## src/swr_pkg.sv

```systemverilog
// ----------------------------------------------------------------------------
// swr_pkg: shared definitions for the stop-and-wait segment receiver
// Constants, controller state and command types, base64 and CRC-32 helpers.
// ----------------------------------------------------------------------------
package swr_pkg;

  localparam int CHAR_BUFFER_DEPTH_DEF = 64;

  localparam logic [7:0] START_BYTE = 8'h00;
  localparam logic [7:0] END_BYTE   = 8'h04;
  localparam logic [7:0] PAD_CHAR   = 8'h3D;

  localparam int HEADER_BYTES   = 9;
  localparam int OVERHEAD_BYTES = 13;
  localparam int MAX_DELIVER    = 35;

  localparam logic [6:0]  MAX_PAYLOAD_RESET = 7'd64;
  localparam logic [31:0] LAST_ACK_RESET    = 32'hFFFF_FFFE;
  localparam logic [31:0] CRC_POLY          = 32'hEDB8_8320;
  localparam logic [31:0] CRC_INIT          = 32'hFFFF_FFFF;

  localparam logic [2:0] VERDICT_ACCEPT    = 3'd0;
  localparam logic [2:0] VERDICT_TRUNCATED = 3'd1;
  localparam logic [2:0] VERDICT_DUPLICATE = 3'd2;
  localparam logic [2:0] VERDICT_BAD_CRC   = 3'd3;
  localparam logic [2:0] VERDICT_REJECT    = 3'd4;

  localparam logic ITEM_PAYLOAD = 1'b0;
  localparam logic ITEM_STATUS  = 1'b1;

  typedef enum logic [2:0] {
    ST_WAIT,
    ST_READ,
    ST_DEC_RD,
    ST_DEC_PROC,
    ST_FINISH,
    ST_EMIT_RD,
    ST_EMIT_PUT,
    ST_STATUS
  } state_t;

  typedef struct packed {
    logic rx_ready;
    logic clear_count;
    logic store_char;
    logic dec_init;
    logic dec_rd;
    logic dec_proc;
    logic finish;
    logic emit_rd;
    logic load_payload;
    logic load_status;
  } ctrl_cmd_t;

  typedef struct packed {
    logic is_start;
    logic is_end;
    logic char_full;
    logic dec_done;
    logic emit_done;
    logic out_free;
  } dp_status_t;

  // Bit 6 set means the character is outside the alphabet.
  function automatic logic [6:0] b64_lookup(input logic [7:0] c);
    logic [6:0] r;
    begin
      r = 7'h40;
      if (c >= 8'h41 && c <= 8'h5A) begin
        r = {1'b0, 6'(c - 8'h41)};
      end else if (c >= 8'h61 && c <= 8'h7A) begin
        r = {1'b0, 6'(c - 8'h61 + 8'd26)};
      end else if (c >= 8'h30 && c <= 8'h39) begin
        r = {1'b0, 6'(c - 8'h30 + 8'd52)};
      end else if (c == 8'h2B) begin
        r = 7'd62;
      end else if (c == 8'h2F) begin
        r = 7'd63;
      end
      return r;
    end
  endfunction

  function automatic logic [31:0] crc32_byte(input logic [31:0] crc, input logic [7:0] b);
    logic [31:0] r;
    begin
      r = crc ^ {24'd0, b};
      for (int k = 0; k < 8; k++) begin
        r = r[0] ? ((r >> 1) ^ CRC_POLY) : (r >> 1);
      end
      return r;
    end
  endfunction

endpackage

```

## src/swr_rx_if.sv

```systemverilog
// ----------------------------------------------------------------------------
// swr_rx_if: received byte channel
// Valid/ready channel carrying one serial byte per request.
// ----------------------------------------------------------------------------
interface swr_rx_if;
  logic       valid;
  logic       ready;
  logic [7:0] rx_byte;

  modport source(output valid, output rx_byte, input ready);
  modport sink(input valid, input rx_byte, output ready);
endinterface

```

## src/swr_rsp_if.sv

```systemverilog
// ----------------------------------------------------------------------------
// swr_rsp_if: result channel
// Valid/ready channel carrying payload bytes and end-of-packet status.
// ----------------------------------------------------------------------------
interface swr_rsp_if;
  logic        valid;
  logic        ready;
  logic        item_kind;
  logic [7:0]  payload_byte;
  logic [2:0]  verdict;
  logic        ack_request;
  logic [31:0] ack_sequence;
  logic [5:0]  payload_length;
  logic        last_of_run;

  modport source(output valid, output item_kind, output payload_byte, output verdict,
                 output ack_request, output ack_sequence, output payload_length,
                 output last_of_run, input ready);
  modport sink(input valid, input item_kind, input payload_byte, input verdict,
               input ack_request, input ack_sequence, input payload_length,
               input last_of_run, output ready);
endinterface

```

## src/stop_and_wait_segment_receiver_core.sv

```systemverilog
// ----------------------------------------------------------------------------
// stop_and_wait_segment_receiver_core: stop-and-wait segment receiver
// Frames base64 packets, checks CRC-32 and sequence, delivers payload bytes.
// ----------------------------------------------------------------------------
// Channel   Dir  Contents
// rx        in   one serial byte per request
// rsp       out  payload bytes, then one end-of-packet status
// cfg       in   max_payload register write
//
// A byte that does not end a packet is accepted as soon as it is valid.
// An end byte starts decode, a read and a process step per stored character,
// then a last read and the verdict, then a read and a put per delivered byte
// and the status, plus stalls.
// The single result register lets new bytes be taken while status waits.
// Reset is synchronous and clears the controller, character and emit counters,
// acknowledged number and max_payload; the stores are not cleared.
// ----------------------------------------------------------------------------
module stop_and_wait_segment_receiver_core
  import swr_pkg::*;
#(
  parameter int CHAR_BUFFER_DEPTH = CHAR_BUFFER_DEPTH_DEF
) (
  input  logic       clk,
  input  logic       rst,
  swr_rx_if.sink     rx,
  swr_rsp_if.source  rsp,
  input  logic       cfg_we,
  input  logic [6:0] cfg_wdata
);

  ctrl_cmd_t  cmd;
  dp_status_t sts;

  assign rx.ready = cmd.rx_ready;

  swr_ctrl u_ctrl (
    .clk      (clk),
    .rst      (rst),
    .rx_valid (rx.valid),
    .sts      (sts),
    .cmd      (cmd)
  );

  swr_dp #(
    .CHAR_BUFFER_DEPTH(CHAR_BUFFER_DEPTH)
  ) u_dp (
    .clk            (clk),
    .rst            (rst),
    .cmd            (cmd),
    .sts            (sts),
    .rx_byte        (rx.rx_byte),
    .cfg_we         (cfg_we),
    .cfg_wdata      (cfg_wdata),
    .rsp_valid      (rsp.valid),
    .rsp_ready      (rsp.ready),
    .item_kind      (rsp.item_kind),
    .payload_byte   (rsp.payload_byte),
    .verdict        (rsp.verdict),
    .ack_request    (rsp.ack_request),
    .ack_sequence   (rsp.ack_sequence),
    .payload_length (rsp.payload_length),
    .last_of_run    (rsp.last_of_run)
  );

endmodule

```

## src/swr_ctrl.sv

```systemverilog
// ----------------------------------------------------------------------------
// swr_ctrl: receiver controller
// Sequences framing, decode, verdict and result delivery.
// ----------------------------------------------------------------------------
module swr_ctrl
  import swr_pkg::*;
(
  input  logic       clk,
  input  logic       rst,
  input  logic       rx_valid,
  input  dp_status_t sts,
  output ctrl_cmd_t  cmd
);

  state_t state, state_next;

  always_ff @(posedge clk) begin
    if (rst) begin
      state <= ST_WAIT;
    end else begin
      state <= state_next;
    end
  end

  always_comb begin
    state_next = state;
    case (state)
      ST_WAIT: begin
        if (rx_valid && sts.is_start) state_next = ST_READ;
      end
      ST_READ: begin
        if (rx_valid) begin
          if (sts.is_end) state_next = ST_DEC_RD;
          else if (sts.char_full) state_next = ST_WAIT;
        end
      end
      ST_DEC_RD: begin
        state_next = sts.dec_done ? ST_FINISH : ST_DEC_PROC;
      end
      ST_DEC_PROC: state_next = ST_DEC_RD;
      ST_FINISH:   state_next = ST_EMIT_RD;
      ST_EMIT_RD: begin
        state_next = sts.emit_done ? ST_STATUS : ST_EMIT_PUT;
      end
      ST_EMIT_PUT: begin
        if (sts.out_free) state_next = ST_EMIT_RD;
      end
      ST_STATUS: begin
        if (sts.out_free) state_next = ST_WAIT;
      end
      default: state_next = ST_WAIT;
    endcase
  end

  always_comb begin
    cmd = '0;
    case (state)
      ST_WAIT: begin
        cmd.rx_ready    = 1'b1;
        cmd.clear_count = rx_valid && sts.is_start;
      end
      ST_READ: begin
        cmd.rx_ready    = 1'b1;
        cmd.dec_init    = rx_valid && sts.is_end;
        cmd.store_char  = rx_valid && !sts.is_end && !sts.char_full;
        cmd.clear_count = rx_valid && !sts.is_end && sts.char_full;
      end
      ST_DEC_RD:   cmd.dec_rd = !sts.dec_done;
      ST_DEC_PROC: cmd.dec_proc = 1'b1;
      ST_FINISH:   cmd.finish = 1'b1;
      ST_EMIT_RD:  cmd.emit_rd = !sts.emit_done;
      ST_EMIT_PUT: cmd.load_payload = sts.out_free;
      ST_STATUS: begin
        cmd.load_status = sts.out_free;
        cmd.clear_count = sts.out_free;
      end
      default: cmd = '0;
    endcase
  end

endmodule

```

## src/swr_dp.sv

```systemverilog
// ----------------------------------------------------------------------------
// swr_dp: receiver datapath
// Character store, base64 decoder, CRC-32, segment store and result register.
// ----------------------------------------------------------------------------
module swr_dp
  import swr_pkg::*;
#(
  parameter int CHAR_BUFFER_DEPTH = CHAR_BUFFER_DEPTH_DEF
) (
  input  logic        clk,
  input  logic        rst,
  input  ctrl_cmd_t   cmd,
  output dp_status_t  sts,
  input  logic [7:0]  rx_byte,
  input  logic        cfg_we,
  input  logic [6:0]  cfg_wdata,
  output logic        rsp_valid,
  input  logic        rsp_ready,
  output logic        item_kind,
  output logic [7:0]  payload_byte,
  output logic [2:0]  verdict,
  output logic        ack_request,
  output logic [31:0] ack_sequence,
  output logic [5:0]  payload_length,
  output logic        last_of_run
);

  localparam int DecMax = (CHAR_BUFFER_DEPTH * 3) / 4 + 4;
  localparam int CW     = $clog2(CHAR_BUFFER_DEPTH + 1);
  localparam int CAW    = $clog2(CHAR_BUFFER_DEPTH);
  localparam int NW     = $clog2(DecMax + 1);
  localparam int SAW    = $clog2(DecMax);

  logic [7:0]  char_store [CHAR_BUFFER_DEPTH];
  logic [7:0]  seg_store [DecMax];
  logic [CW-1:0] char_count, dec_idx;
  logic [7:0]  char_rd, seg_rd;
  logic [NW-1:0] seg_n;
  logic [13:0] acc;
  logic [3:0]  nbits;
  logic [1:0]  pads;
  logic        bad;
  logic [31:0] crc, window, seq, last_acked;
  logic        flag_ack;
  logic [6:0]  max_payload;
  logic [5:0]  deliver, emit_idx;
  logic [2:0]  st_verdict;
  logic        st_ackr;
  logic [31:0] st_ackseq;
  logic [5:0]  st_plen;

  logic [6:0]  b64v;
  logic [13:0] acc_cat;
  logic [3:0]  nb, nb_rem;
  logic [13:0] acc_masked;
  logic [7:0]  dec_byte;
  logic        produce;
  logic [8:0]  plen9, del9;
  logic [2:0]  fin_verdict;
  logic        fin_new;
  logic        fin_ackr;
  logic [5:0]  fin_plen;

  assign sts.is_start  = rx_byte == START_BYTE;
  assign sts.is_end    = rx_byte == END_BYTE;
  assign sts.char_full = char_count == CW'(CHAR_BUFFER_DEPTH);
  assign sts.dec_done  = dec_idx == char_count;
  assign sts.emit_done = emit_idx == deliver;
  assign sts.out_free  = !rsp_valid || rsp_ready;

  always_ff @(posedge clk) begin
    if (rst) begin
      max_payload <= MAX_PAYLOAD_RESET;
    end else if (cfg_we) begin
      max_payload <= cfg_wdata;
    end
  end

  always_ff @(posedge clk) begin
    if (rst) begin
      char_count <= '0;
    end else if (cmd.clear_count) begin
      char_count <= '0;
    end else if (cmd.store_char) begin
      char_count <= char_count + CW'(1);
    end
  end

  always_ff @(posedge clk) begin
    if (cmd.store_char) begin
      char_store[char_count[CAW-1:0]] <= rx_byte;
    end
    if (cmd.dec_rd) begin
      char_rd <= char_store[dec_idx[CAW-1:0]];
    end
  end

  always_comb begin
    b64v       = b64_lookup(char_rd);
    acc_cat    = {acc[7:0], b64v[5:0]};
    nb         = nbits + 4'd6;
    nb_rem     = nb - 4'd8;
    dec_byte   = 8'(acc_cat >> nb_rem);
    acc_masked = acc_cat & ((14'd1 << nb_rem) - 14'd1);
    produce    = cmd.dec_proc && char_rd != PAD_CHAR && pads == 2'd0 && !b64v[6]
                 && nb >= 4'd8;
  end

  always_ff @(posedge clk) begin
    if (cmd.dec_init) begin
      dec_idx <= '0;
      seg_n   <= '0;
      acc     <= '0;
      nbits   <= '0;
      pads    <= '0;
      bad     <= 1'b0;
      crc     <= CRC_INIT;
    end else begin
      if (cmd.dec_rd) dec_idx <= dec_idx + CW'(1);
      if (cmd.dec_proc) begin
        if (char_rd == PAD_CHAR) begin
          if (pads != 2'd3) pads <= pads + 2'd1;
        end else if (pads != 2'd0 || b64v[6]) begin
          bad <= 1'b1;
        end else if (nb >= 4'd8) begin
          acc   <= acc_masked;
          nbits <= nb_rem;
        end else begin
          acc   <= acc_cat;
          nbits <= nb;
        end
      end
      if (produce) begin
        seg_n  <= seg_n + NW'(1);
        window <= {dec_byte, window[31:8]};
        if (seg_n >= NW'(4)) crc <= crc32_byte(crc, window[7:0]);
        if (seg_n == NW'(0)) flag_ack <= dec_byte[0];
        if (seg_n == NW'(1)) seq[7:0] <= dec_byte;
        if (seg_n == NW'(2)) seq[15:8] <= dec_byte;
        if (seg_n == NW'(3)) seq[23:16] <= dec_byte;
        if (seg_n == NW'(4)) seq[31:24] <= dec_byte;
      end
    end
  end

  always_ff @(posedge clk) begin
    if (produce) begin
      seg_store[seg_n[SAW-1:0]] <= dec_byte;
    end
    if (cmd.emit_rd) begin
      seg_rd <= seg_store[SAW'(HEADER_BYTES) + SAW'(emit_idx)];
    end
  end

  always_comb begin
    plen9 = 9'(seg_n) - 9'(OVERHEAD_BYTES);
    del9  = plen9;
    if (del9 > 9'(max_payload)) del9 = 9'(max_payload);
    if (del9 > 9'(MAX_DELIVER)) del9 = 9'(MAX_DELIVER);
  end

  always_comb begin
    fin_plen    = (plen9 > 9'd63) ? 6'd63 : plen9[5:0];
    fin_new     = 1'b0;
    fin_ackr    = 1'b0;
    fin_verdict = VERDICT_REJECT;
    if (bad || pads == 2'd3 || seg_n < NW'(OVERHEAD_BYTES)) begin
      fin_verdict = VERDICT_REJECT;
    end else if (~crc != window) begin
      fin_verdict = VERDICT_BAD_CRC;
    end else if (!flag_ack && seq == last_acked + 32'd1) begin
      fin_new     = 1'b1;
      fin_ackr    = 1'b1;
      fin_verdict = (del9 < plen9) ? VERDICT_TRUNCATED : VERDICT_ACCEPT;
    end else if (!flag_ack && seq == last_acked) begin
      fin_ackr    = 1'b1;
      fin_verdict = VERDICT_DUPLICATE;
    end
  end

  always_ff @(posedge clk) begin
    if (rst) begin
      last_acked <= LAST_ACK_RESET;
      deliver    <= '0;
      emit_idx   <= '0;
    end else if (cmd.finish) begin
      emit_idx   <= '0;
      deliver    <= fin_new ? del9[5:0] : 6'd0;
      st_verdict <= fin_verdict;
      st_ackr    <= fin_ackr;
      st_ackseq  <= fin_ackr ? seq : 32'd0;
      st_plen    <= fin_ackr ? fin_plen : 6'd0;
      if (fin_new) last_acked <= seq;
    end else if (cmd.emit_rd) begin
      emit_idx <= emit_idx + 6'd1;
    end
  end

  always_ff @(posedge clk) begin
    if (rst) begin
      rsp_valid <= 1'b0;
    end else if (cmd.load_payload || cmd.load_status) begin
      rsp_valid <= 1'b1;
    end else if (rsp_ready) begin
      rsp_valid <= 1'b0;
    end
  end

  always_ff @(posedge clk) begin
    if (cmd.load_payload) begin
      item_kind      <= ITEM_PAYLOAD;
      payload_byte   <= seg_rd;
      verdict        <= VERDICT_ACCEPT;
      ack_request    <= 1'b0;
      ack_sequence   <= '0;
      payload_length <= '0;
      last_of_run    <= 1'b0;
    end else if (cmd.load_status) begin
      item_kind      <= ITEM_STATUS;
      payload_byte   <= '0;
      verdict        <= st_verdict;
      ack_request    <= st_ackr;
      ack_sequence   <= st_ackseq;
      payload_length <= st_plen;
      last_of_run    <= 1'b1;
    end
  end

endmodule
```

## src/flat_wrapper.sv

```systemverilog
// flat-port wrapper written by rule: the top's interface ports become plain ports
module stop_and_wait_segment_receiver_core_flat import swr_pkg::*;
#(
  parameter int CHAR_BUFFER_DEPTH = CHAR_BUFFER_DEPTH_DEF
)
  (clk, rst, cfg_we, cfg_wdata, rx_valid, rx_rx_byte, rx_ready, rsp_valid, rsp_item_kind, rsp_payload_byte, rsp_verdict, rsp_ack_request, rsp_ack_sequence, rsp_payload_length, rsp_last_of_run, rsp_ready);
  swr_rx_if rx_i ();
  swr_rsp_if rsp_i ();
  input  logic clk;
  input  logic rst;
  input  logic cfg_we;
  input  logic [6:0] cfg_wdata;
  input wire logic [$bits(rx_i.valid)-1:0] rx_valid;
  input wire logic [$bits(rx_i.rx_byte)-1:0] rx_rx_byte;
  output wire logic [$bits(rx_i.ready)-1:0] rx_ready;
  output wire logic [$bits(rsp_i.valid)-1:0] rsp_valid;
  output wire logic [$bits(rsp_i.item_kind)-1:0] rsp_item_kind;
  output wire logic [$bits(rsp_i.payload_byte)-1:0] rsp_payload_byte;
  output wire logic [$bits(rsp_i.verdict)-1:0] rsp_verdict;
  output wire logic [$bits(rsp_i.ack_request)-1:0] rsp_ack_request;
  output wire logic [$bits(rsp_i.ack_sequence)-1:0] rsp_ack_sequence;
  output wire logic [$bits(rsp_i.payload_length)-1:0] rsp_payload_length;
  output wire logic [$bits(rsp_i.last_of_run)-1:0] rsp_last_of_run;
  input wire logic [$bits(rsp_i.ready)-1:0] rsp_ready;
  assign rx_i.valid = rx_valid;
  assign rx_i.rx_byte = rx_rx_byte;
  assign rx_ready = rx_i.ready;
  assign rsp_valid = rsp_i.valid;
  assign rsp_item_kind = rsp_i.item_kind;
  assign rsp_payload_byte = rsp_i.payload_byte;
  assign rsp_verdict = rsp_i.verdict;
  assign rsp_ack_request = rsp_i.ack_request;
  assign rsp_ack_sequence = rsp_i.ack_sequence;
  assign rsp_payload_length = rsp_i.payload_length;
  assign rsp_last_of_run = rsp_i.last_of_run;
  assign rsp_i.ready = rsp_ready;
  stop_and_wait_segment_receiver_core #(.CHAR_BUFFER_DEPTH(CHAR_BUFFER_DEPTH)) u_core (.clk(clk), .rst(rst), .rx(rx_i), .rsp(rsp_i), .cfg_we(cfg_we), .cfg_wdata(cfg_wdata));
endmodule
```

## config.mk

```make
export PLATFORM = sky130hd
export DESIGN_NAME = stop_and_wait_segment_receiver_core_flat
export DESIGN_NICKNAME = d
export VERILOG_FILES = /design/src/swr_pkg.sv /design/src/swr_rx_if.sv /design/src/swr_rsp_if.sv /design/src/stop_and_wait_segment_receiver_core.sv /design/src/swr_ctrl.sv /design/src/swr_dp.sv /design/src/flat_wrapper.sv
export SDC_FILE = /design/constraint.sdc
export NUM_CORES = 2
export LEC_CHECK = 0
export BUFFER_PORTS_ARGS = -buffer_cell sky130_fd_sc_hd__buf_2
export CELL_PAD_IN_SITES_DETAIL_PLACEMENT = 1
export CELL_PAD_IN_SITES_GLOBAL_PLACEMENT = 1
export CORE_MARGIN = 2
export CORE_UTILIZATION = 45
export CTS_CLUSTER_SIZE = 28
export DETAILED_ROUTE_END_ITERATION = 6
export GPL_ROUTABILITY_DRIVEN = 0
export PLACE_DENSITY = 0.76
export RECOVER_POWER = 100
export SLEW_MARGIN = 20
export SYNTH_ARGS = -nofsm -noshare
export SYNTH_HDL_FRONTEND = slang
export SYNTH_SLANG_ARGS = --single-unit
```

## constraint.sdc

```tcl
create_clock -name clk -period 14 [get_ports clk]
set_input_delay 1.4 -clock clk [delete_from_list [all_inputs] [get_ports clk]]
set_output_delay 1.4 -clock clk [all_outputs]
set_load 0.03 [all_outputs]
```

### After elaboration in Yosys (flattened, before gate mapping)

Memory sizes are Yosys's and may differ from the RTL's. A register that Yosys moved wholly into a read port is not among the register bits.
Cells that the tools add are included.

* word-level logic and storage cells: 212
* memories kept: 2
* memory bits (writable): 928
* bits of input ports: 20
* register bits: 280
* output and inout bits: 54

Memories
* u_core.u_dp.char_store: depth 64, width 8, rd ports 1, clocked after memory_dff 1, write ports 1, line swr_dp.sv:34 `logic [7:0] char_store [CHAR_BUFFER_DEPTH];`
* u_core.u_dp.seg_store: depth 52, width 8, rd ports 1, clocked after memory_dff 1, write ports 1, line swr_dp.sv:35 `logic [7:0] seg_store [DecMax];`

* muxes and demuxes: 56
* reduce and logical (&&, ||, !) cells: 49
* shift-type cells: 2
* add/sub/neg operators: 16
* $lt $le $gt $ge: 13
* eq/ne operators: 29
* bitwise operators: 15

Operator list (count)
* $mux W32: 8
* $not A13 Y14: 8
* $eq A32 B32 Y1: 2
* $mux W7: 5
* $add A32 B1 Y32 const B: 1
* $ne A32 B32 Y1: 1
* $not A32 Y32: 1
* $xor A32 B8 Y32: 1
* $mux W3: 10
* $eq A8 B6 Y1 const B: 3
* $mux W8: 3
* $pmux W3 S8: 1
* $reduce_and A3 Y1: 8
* $mux W1: 22
* $gt A9 B6 Y1 const B: 2
* $mux W9: 2
* $ge A8 B7 Y1 const B: 2
* $le A8 B7 Y1 const B: 2
* $add A7 B1 Y7 const B: 2
* $logic_and A1 B1 Y1: 14
* $shr A14 B4 Y8: 1
* $add A6 B1 Y6 const B: 2
* $eq A3 B3 Y1 const B: 4
* $eq A6 B2 Y1 const B: 2
* 46 further kinds: 73

### Depth between registers and ports, before layout

* depth after elaboration: 17
* mapped depth: 23
* gate-level depth less buffers: 21

### Modules after synthesis

A second synthesis with hierarchy kept.

* cell total of the unflattened synthesis: 2984
* area total of the unflattened synthesis: 50722.4 sq um

By module, submodules not included
* swr_dp: times used 1, cells each 2941, seq. area each 35023.6 sq um, area an instance 50389.6 sq um
* swr_ctrl: times used 1, cells each 43, seq. area each 60.1 sq um, area an instance 332.8 sq um

### Worst setup path before layout

Ideal clock, no wire load.

* kind: register to register
* from: register u_core.u_dp.char_rd[2], read port of u_core.u_dp.char_store
* to: memory u_core.u_dp.seg_store[0][3] (data pin)
* data arrival time: 4496 ps
* clock period less this slack: 5143 ps
* data required time: 13353 ps
* stages on the path, launching flop included: 12
* slack: 8857 ps
* path through: edfxtp_1 clkbuf_1 inv_1 ha_1 a21o_1 o311ai_0 nand4_1 o31ai_1 a21oi_1 o21ai_0 mux2i_1 o21ai_0

* word-level cells in the longest chain between the ends: 7
* elaborated cells on any way between the ends: 22
* those cells by class: 5 x add/sub; 6 x order compare; 2 x eq/ne; 1 x shift; 5 x mux; 3 x reduce/logical

RTL lines
* start, declared: line swr_dp.sv:37 `logic [7:0] char_rd, seg_rd;`
* parallel branches: the longest is 5 deep, another holds $sub A6 B6 Y6
* $mux W7 *: line swr_pkg.sv:69 `if (c >= 8'h41 && c <= 8'h5A) begin`
* $shr A14 B4 Y8 *: line swr_dp.sv:103 `dec_byte = 8'(acc_cat >> nb_rem);`
* net u_core.u_dp.dec_byte[3]: line swr_dp.sv:56 `logic [7:0] dec_byte;`
* end, declared: line swr_dp.sv:35

Mark *: on every way through the listed nets, which the timed path passes.

==> flow_metrics.env <==
export IMPL_status="finished with violations"
export IMPL_violations="max-capacitance violations, max-slew violations"
export IMPL_die_h_um=339
export IMPL_clock_path_buffers=3
export IMPL_drc=0
export IMPL_finalNonFillerCells=4733
export IMPL_r2r_slack_ns=5.64
export IMPL_grt_util_all_layers=0.228
export IMPL_ys_ff_latch=1223
export IMPL_synth_avg_cell_area_um2=16.7
export IMPL_path_clk_slew_ns=0.06
export IMPL_final_max_slew_viol_count=1566
export IMPL_post_cts_resized=0
export IMPL_synth_top_area_frac=0.628
export IMPL_drive_gt1_frac=0.171
export IMPL_fin_worst_skew_ns=0.0394
export IMPL_rsz0062_at_grt="no"
export IMPL_critPathLaunchType="flop"
export IMPL_coreArea_um2=112000
export IMPL_die_w_um=339
export IMPL_gr_total_overflow=0
export IMPL_hp_class="reg -> reg"
export IMPL_viasPerCell=6.05
export IMPL_cts_made_buffers=130
export IMPL_synth_ff_type="edfxtp_1"
export IMPL_relSlewSlack=-2.11
export IMPL_cts_sinks=1223
export IMPL_grt_pass1_wl_mm=198
export IMPL_rows=123
export IMPL_multi_input_area_um2=14800
export IMPL_power_density_nw_per_um2=151
export IMPL_mappedNetlistArea_um2=50600
export IMPL_min_path_cells=2
export IMPL_synth_warning_count=0
export IMPL_worstReg2RegStart="u_core.u_dp.dec_idx[1]"
export IMPL_dr_pass1_iters=6
export IMPL_fin_nets=3196
export IMPL_clock_latency_ns=0.76
export IMPL_cp_max_fo=76
export IMPL_tritoncts="built"
export IMPL_hold_buffers=0
export IMPL_fin_crit_sh=0.597
export IMPL_regToRegEndpoint="u_core.u_dp.dec_idx[5]"
export IMPL_required_ns=14.56
export IMPL_numPortBuffers=73
export IMPL_area_growth_synth_to_final_pct=12.2
export IMPL_end_kind="flop"
export IMPL_tns_ns=0
export IMPL_dp_cells=4499
export IMPL_critPathKind="reg -> reg"
export IMPL_h_tree_depth=4
export IMPL_power_leakage_uw=0.0185
export IMPL_dieArea_um2=115000
export IMPL_drt_first_iter_violations=3043
export IMPL_async_flop_share=0
export IMPL_arrival_ns=8.92
export IMPL_ir_drop_v=0.000128
export IMPL_grt_start_max_net_pins=77
export IMPL_finalHoldViolCount=0
export IMPL_tightest_slew_ns=4.66
export IMPL_place_hpwl_mm=81.5
export IMPL_fmax_mhz=120
export IMPL_synth_edff_count=1059
export IMPL_ys_seq_area_frac=0.693
export IMPL_wirelength_mm=131
export IMPL_synth_cell_types=76
export IMPL_antenna_found_initial=2
export IMPL_fill_cells=10600
export IMPL_io_pins=74
export IMPL_antenna_left=0
export IMPL_cts_root_buf="clkbuf_16"
export IMPL_min_delay_start="u_core.u_dp.ack_sequence[15]"
export IMPL_yosysTopAreaCell="edfxtp_1"
export IMPL_fin_crit_ns=8.36
export IMPL_syn_inst=3041
export IMPL_yosys_top_cells_area="edfxtp_1 (63%), mux4_2 (13%), dfxtp_1 (6.5%)"
export IMPL_regArea_um2=35100
export IMPL_reg2regPathDepth=10
export IMPL_drv_cap=32
export IMPL_min_to="u_core.u_dp.ack_sequence[15]"
export IMPL_grt_pass1_vias=30000
export IMPL_start_util=0.452
export IMPL_wire_per_inst_um=27.7
export IMPL_antenna_cells=0
export IMPL_post_cts_buffers=0
export IMPL_setup_violations=0
export IMPL_vias=28600
## per-stage QoR
step	hold WS [ns]	total power, µW	cell area [µm²]	setup slack (ns)	utilization
floorplan	0.436	4790	50600	8.86	-
global placement	0.420	5100	52800	8.89	0.472
detailed placement	0.433	5130	52800	8.68	0.472
CTS	0.442	8570	57100	8.71	0.510
global route	0.467	8790	56800	4.66	0.507
finish	0.441	8560	56800	5.64	0.507
## flip-flops by register name, summed over array words and instances (netlist names), 7 cells and up
signal                    flops
u_core.u_dp.window           32
u_core.u_dp.max_payload       7
u_core.u_dp.payload_byte      8
u_core.u_dp.last_acked       32
u_core.u_dp.char_store      512
u_core.u_dp.char_rd           8
u_core.u_dp.ack_sequence     32
u_core.u_dp.seg_rd            8
u_core.u_dp.st_ackseq        32
u_core.u_dp.seg_store       416
u_core.u_dp.crc              32
u_core.u_dp.seq              32
u_core.u_dp.char_count        7
u_core.u_dp.acc               8
u_core.u_dp.dec_idx           7
## per-layer routing
layer | up-vias | global-route usage | share of wire
li1 | 12100 | - | -
met1 | 15100 | 0.313 | 0.41
met2 | 1238 | 0.374 | 0.49
met3 | 218 | 0.0403 | 0.067
met4 | 2 | 0.0680 | 0.028
met5 | - | 0 | 0.000069
## worst max path at each step
| stage | to | cells past startpoint | startpoint |
|---|---|---|---|
| final | u_core.u_dp.dec_idx[5] | 10 | u_core.u_dp.dec_idx[1] |
| after global placement | u_core.u_dp.char_store[31][0] | 8 | rx_rx_byte[7] |
| after floorplan | u_core.u_dp.seg_store[0][3] | 11 | u_core.u_dp.char_rd[2] |
| after CTS | u_core.u_dp.st_verdict[0] | 21 | u_core.u_dp.seg_n[0] |
| after global routing | u_core.u_dp.seg_rd[4] | 7 | u_core.u_dp.emit_idx[0] |
| after detailed placement | u_core.u_dp.char_store[39][4] | 8 | rx_rx_byte[7] |
## logic make-up after synthesis
family | Yosys count | share of synthesized area
buffers and inverters | 219 | 0.0168
AOI/OAI and AO/OA | 257 | 0.0329
and+or+nand+nor | 774 | 0.0747
other | 1 | 0.0000740
muxes | 327 | 0.138
DFF | 1223 | 0.693
adders and majority gates | 45 | 0.0111
xor gates and xnor gates | 195 | 0.0337
## cells in the mapped netlist (all sizes together), types with 5 or more instances
cell    number
xnor2      105
o31ai        8
nand2      195
nor3        31
a22oi        6
inv         49
ha          45
o21ai       71
or3          8
mux2         5
clkbuf     121
dfxtp      164
nand4       34
and2        20
and4         7
nor2b       15
nor3b       38
o211ai      44
a32o         7
nor2       214
a21oi       51
and3         9
a211oi      18
a21o         6
mux4       296
nand3      138
mux2i       26
nand2b      11
buf         49
a31oi       13
edfxtp    1059
nor4        19
xor2        90
nor4b        6
## where the power goes
group	switching (µW)	internal, µW	total, µW
combinational	505	533	1040
sequential	74.7	3980	4050
clock	1470	1990	3460
## cell usage in the layout (no fill, tap or decap), types with 20 or more instances in the layout
master	synthesis	routed
nor3b_1	38	38
a21oi_1	50	50
nor2_1	213	213
edfxtp_1	1059	1059
xnor2_1	105	103
mux2i_1	26	26
inv_1	48	49
buf_4	2	20
dfxtp_1	164	161
clkbuf_1	118	117
o21ai_0	68	69
o211ai_1	44	44
xor2_1	90	89
nor3_1	31	31
ha_1	45	44
clkbuf_16	0	133
nand2_1	195	195
mux4_2	296	296
nand4_1	33	33
nand3_1	138	137
## layout make-up
type,count,share of cell area
flip-flops and latches,1223,0.617
multi-input cells,1600,0.261
clock buffers,158,0.0604
well taps,1500,0.0330
clock inverters,76,0.0152
repair buffers,127,0.0101
inverters,49,0.00324
## worst max-delay path, cell delays in order (launching register included)
cell	delay, ns
dfxtp_1	2.13
clkbuf_1	3.40
xnor2_1	0.28
nand4_1	0.14
nor4_1	0.90
nor4b_2	0.09
clkbuf_1	0.42
and4_1	0.36
nand3_1	0.11
xor2_1	0.17
nor2_1	0.06
Note: power is estimated with default switching activity, not from simulation.
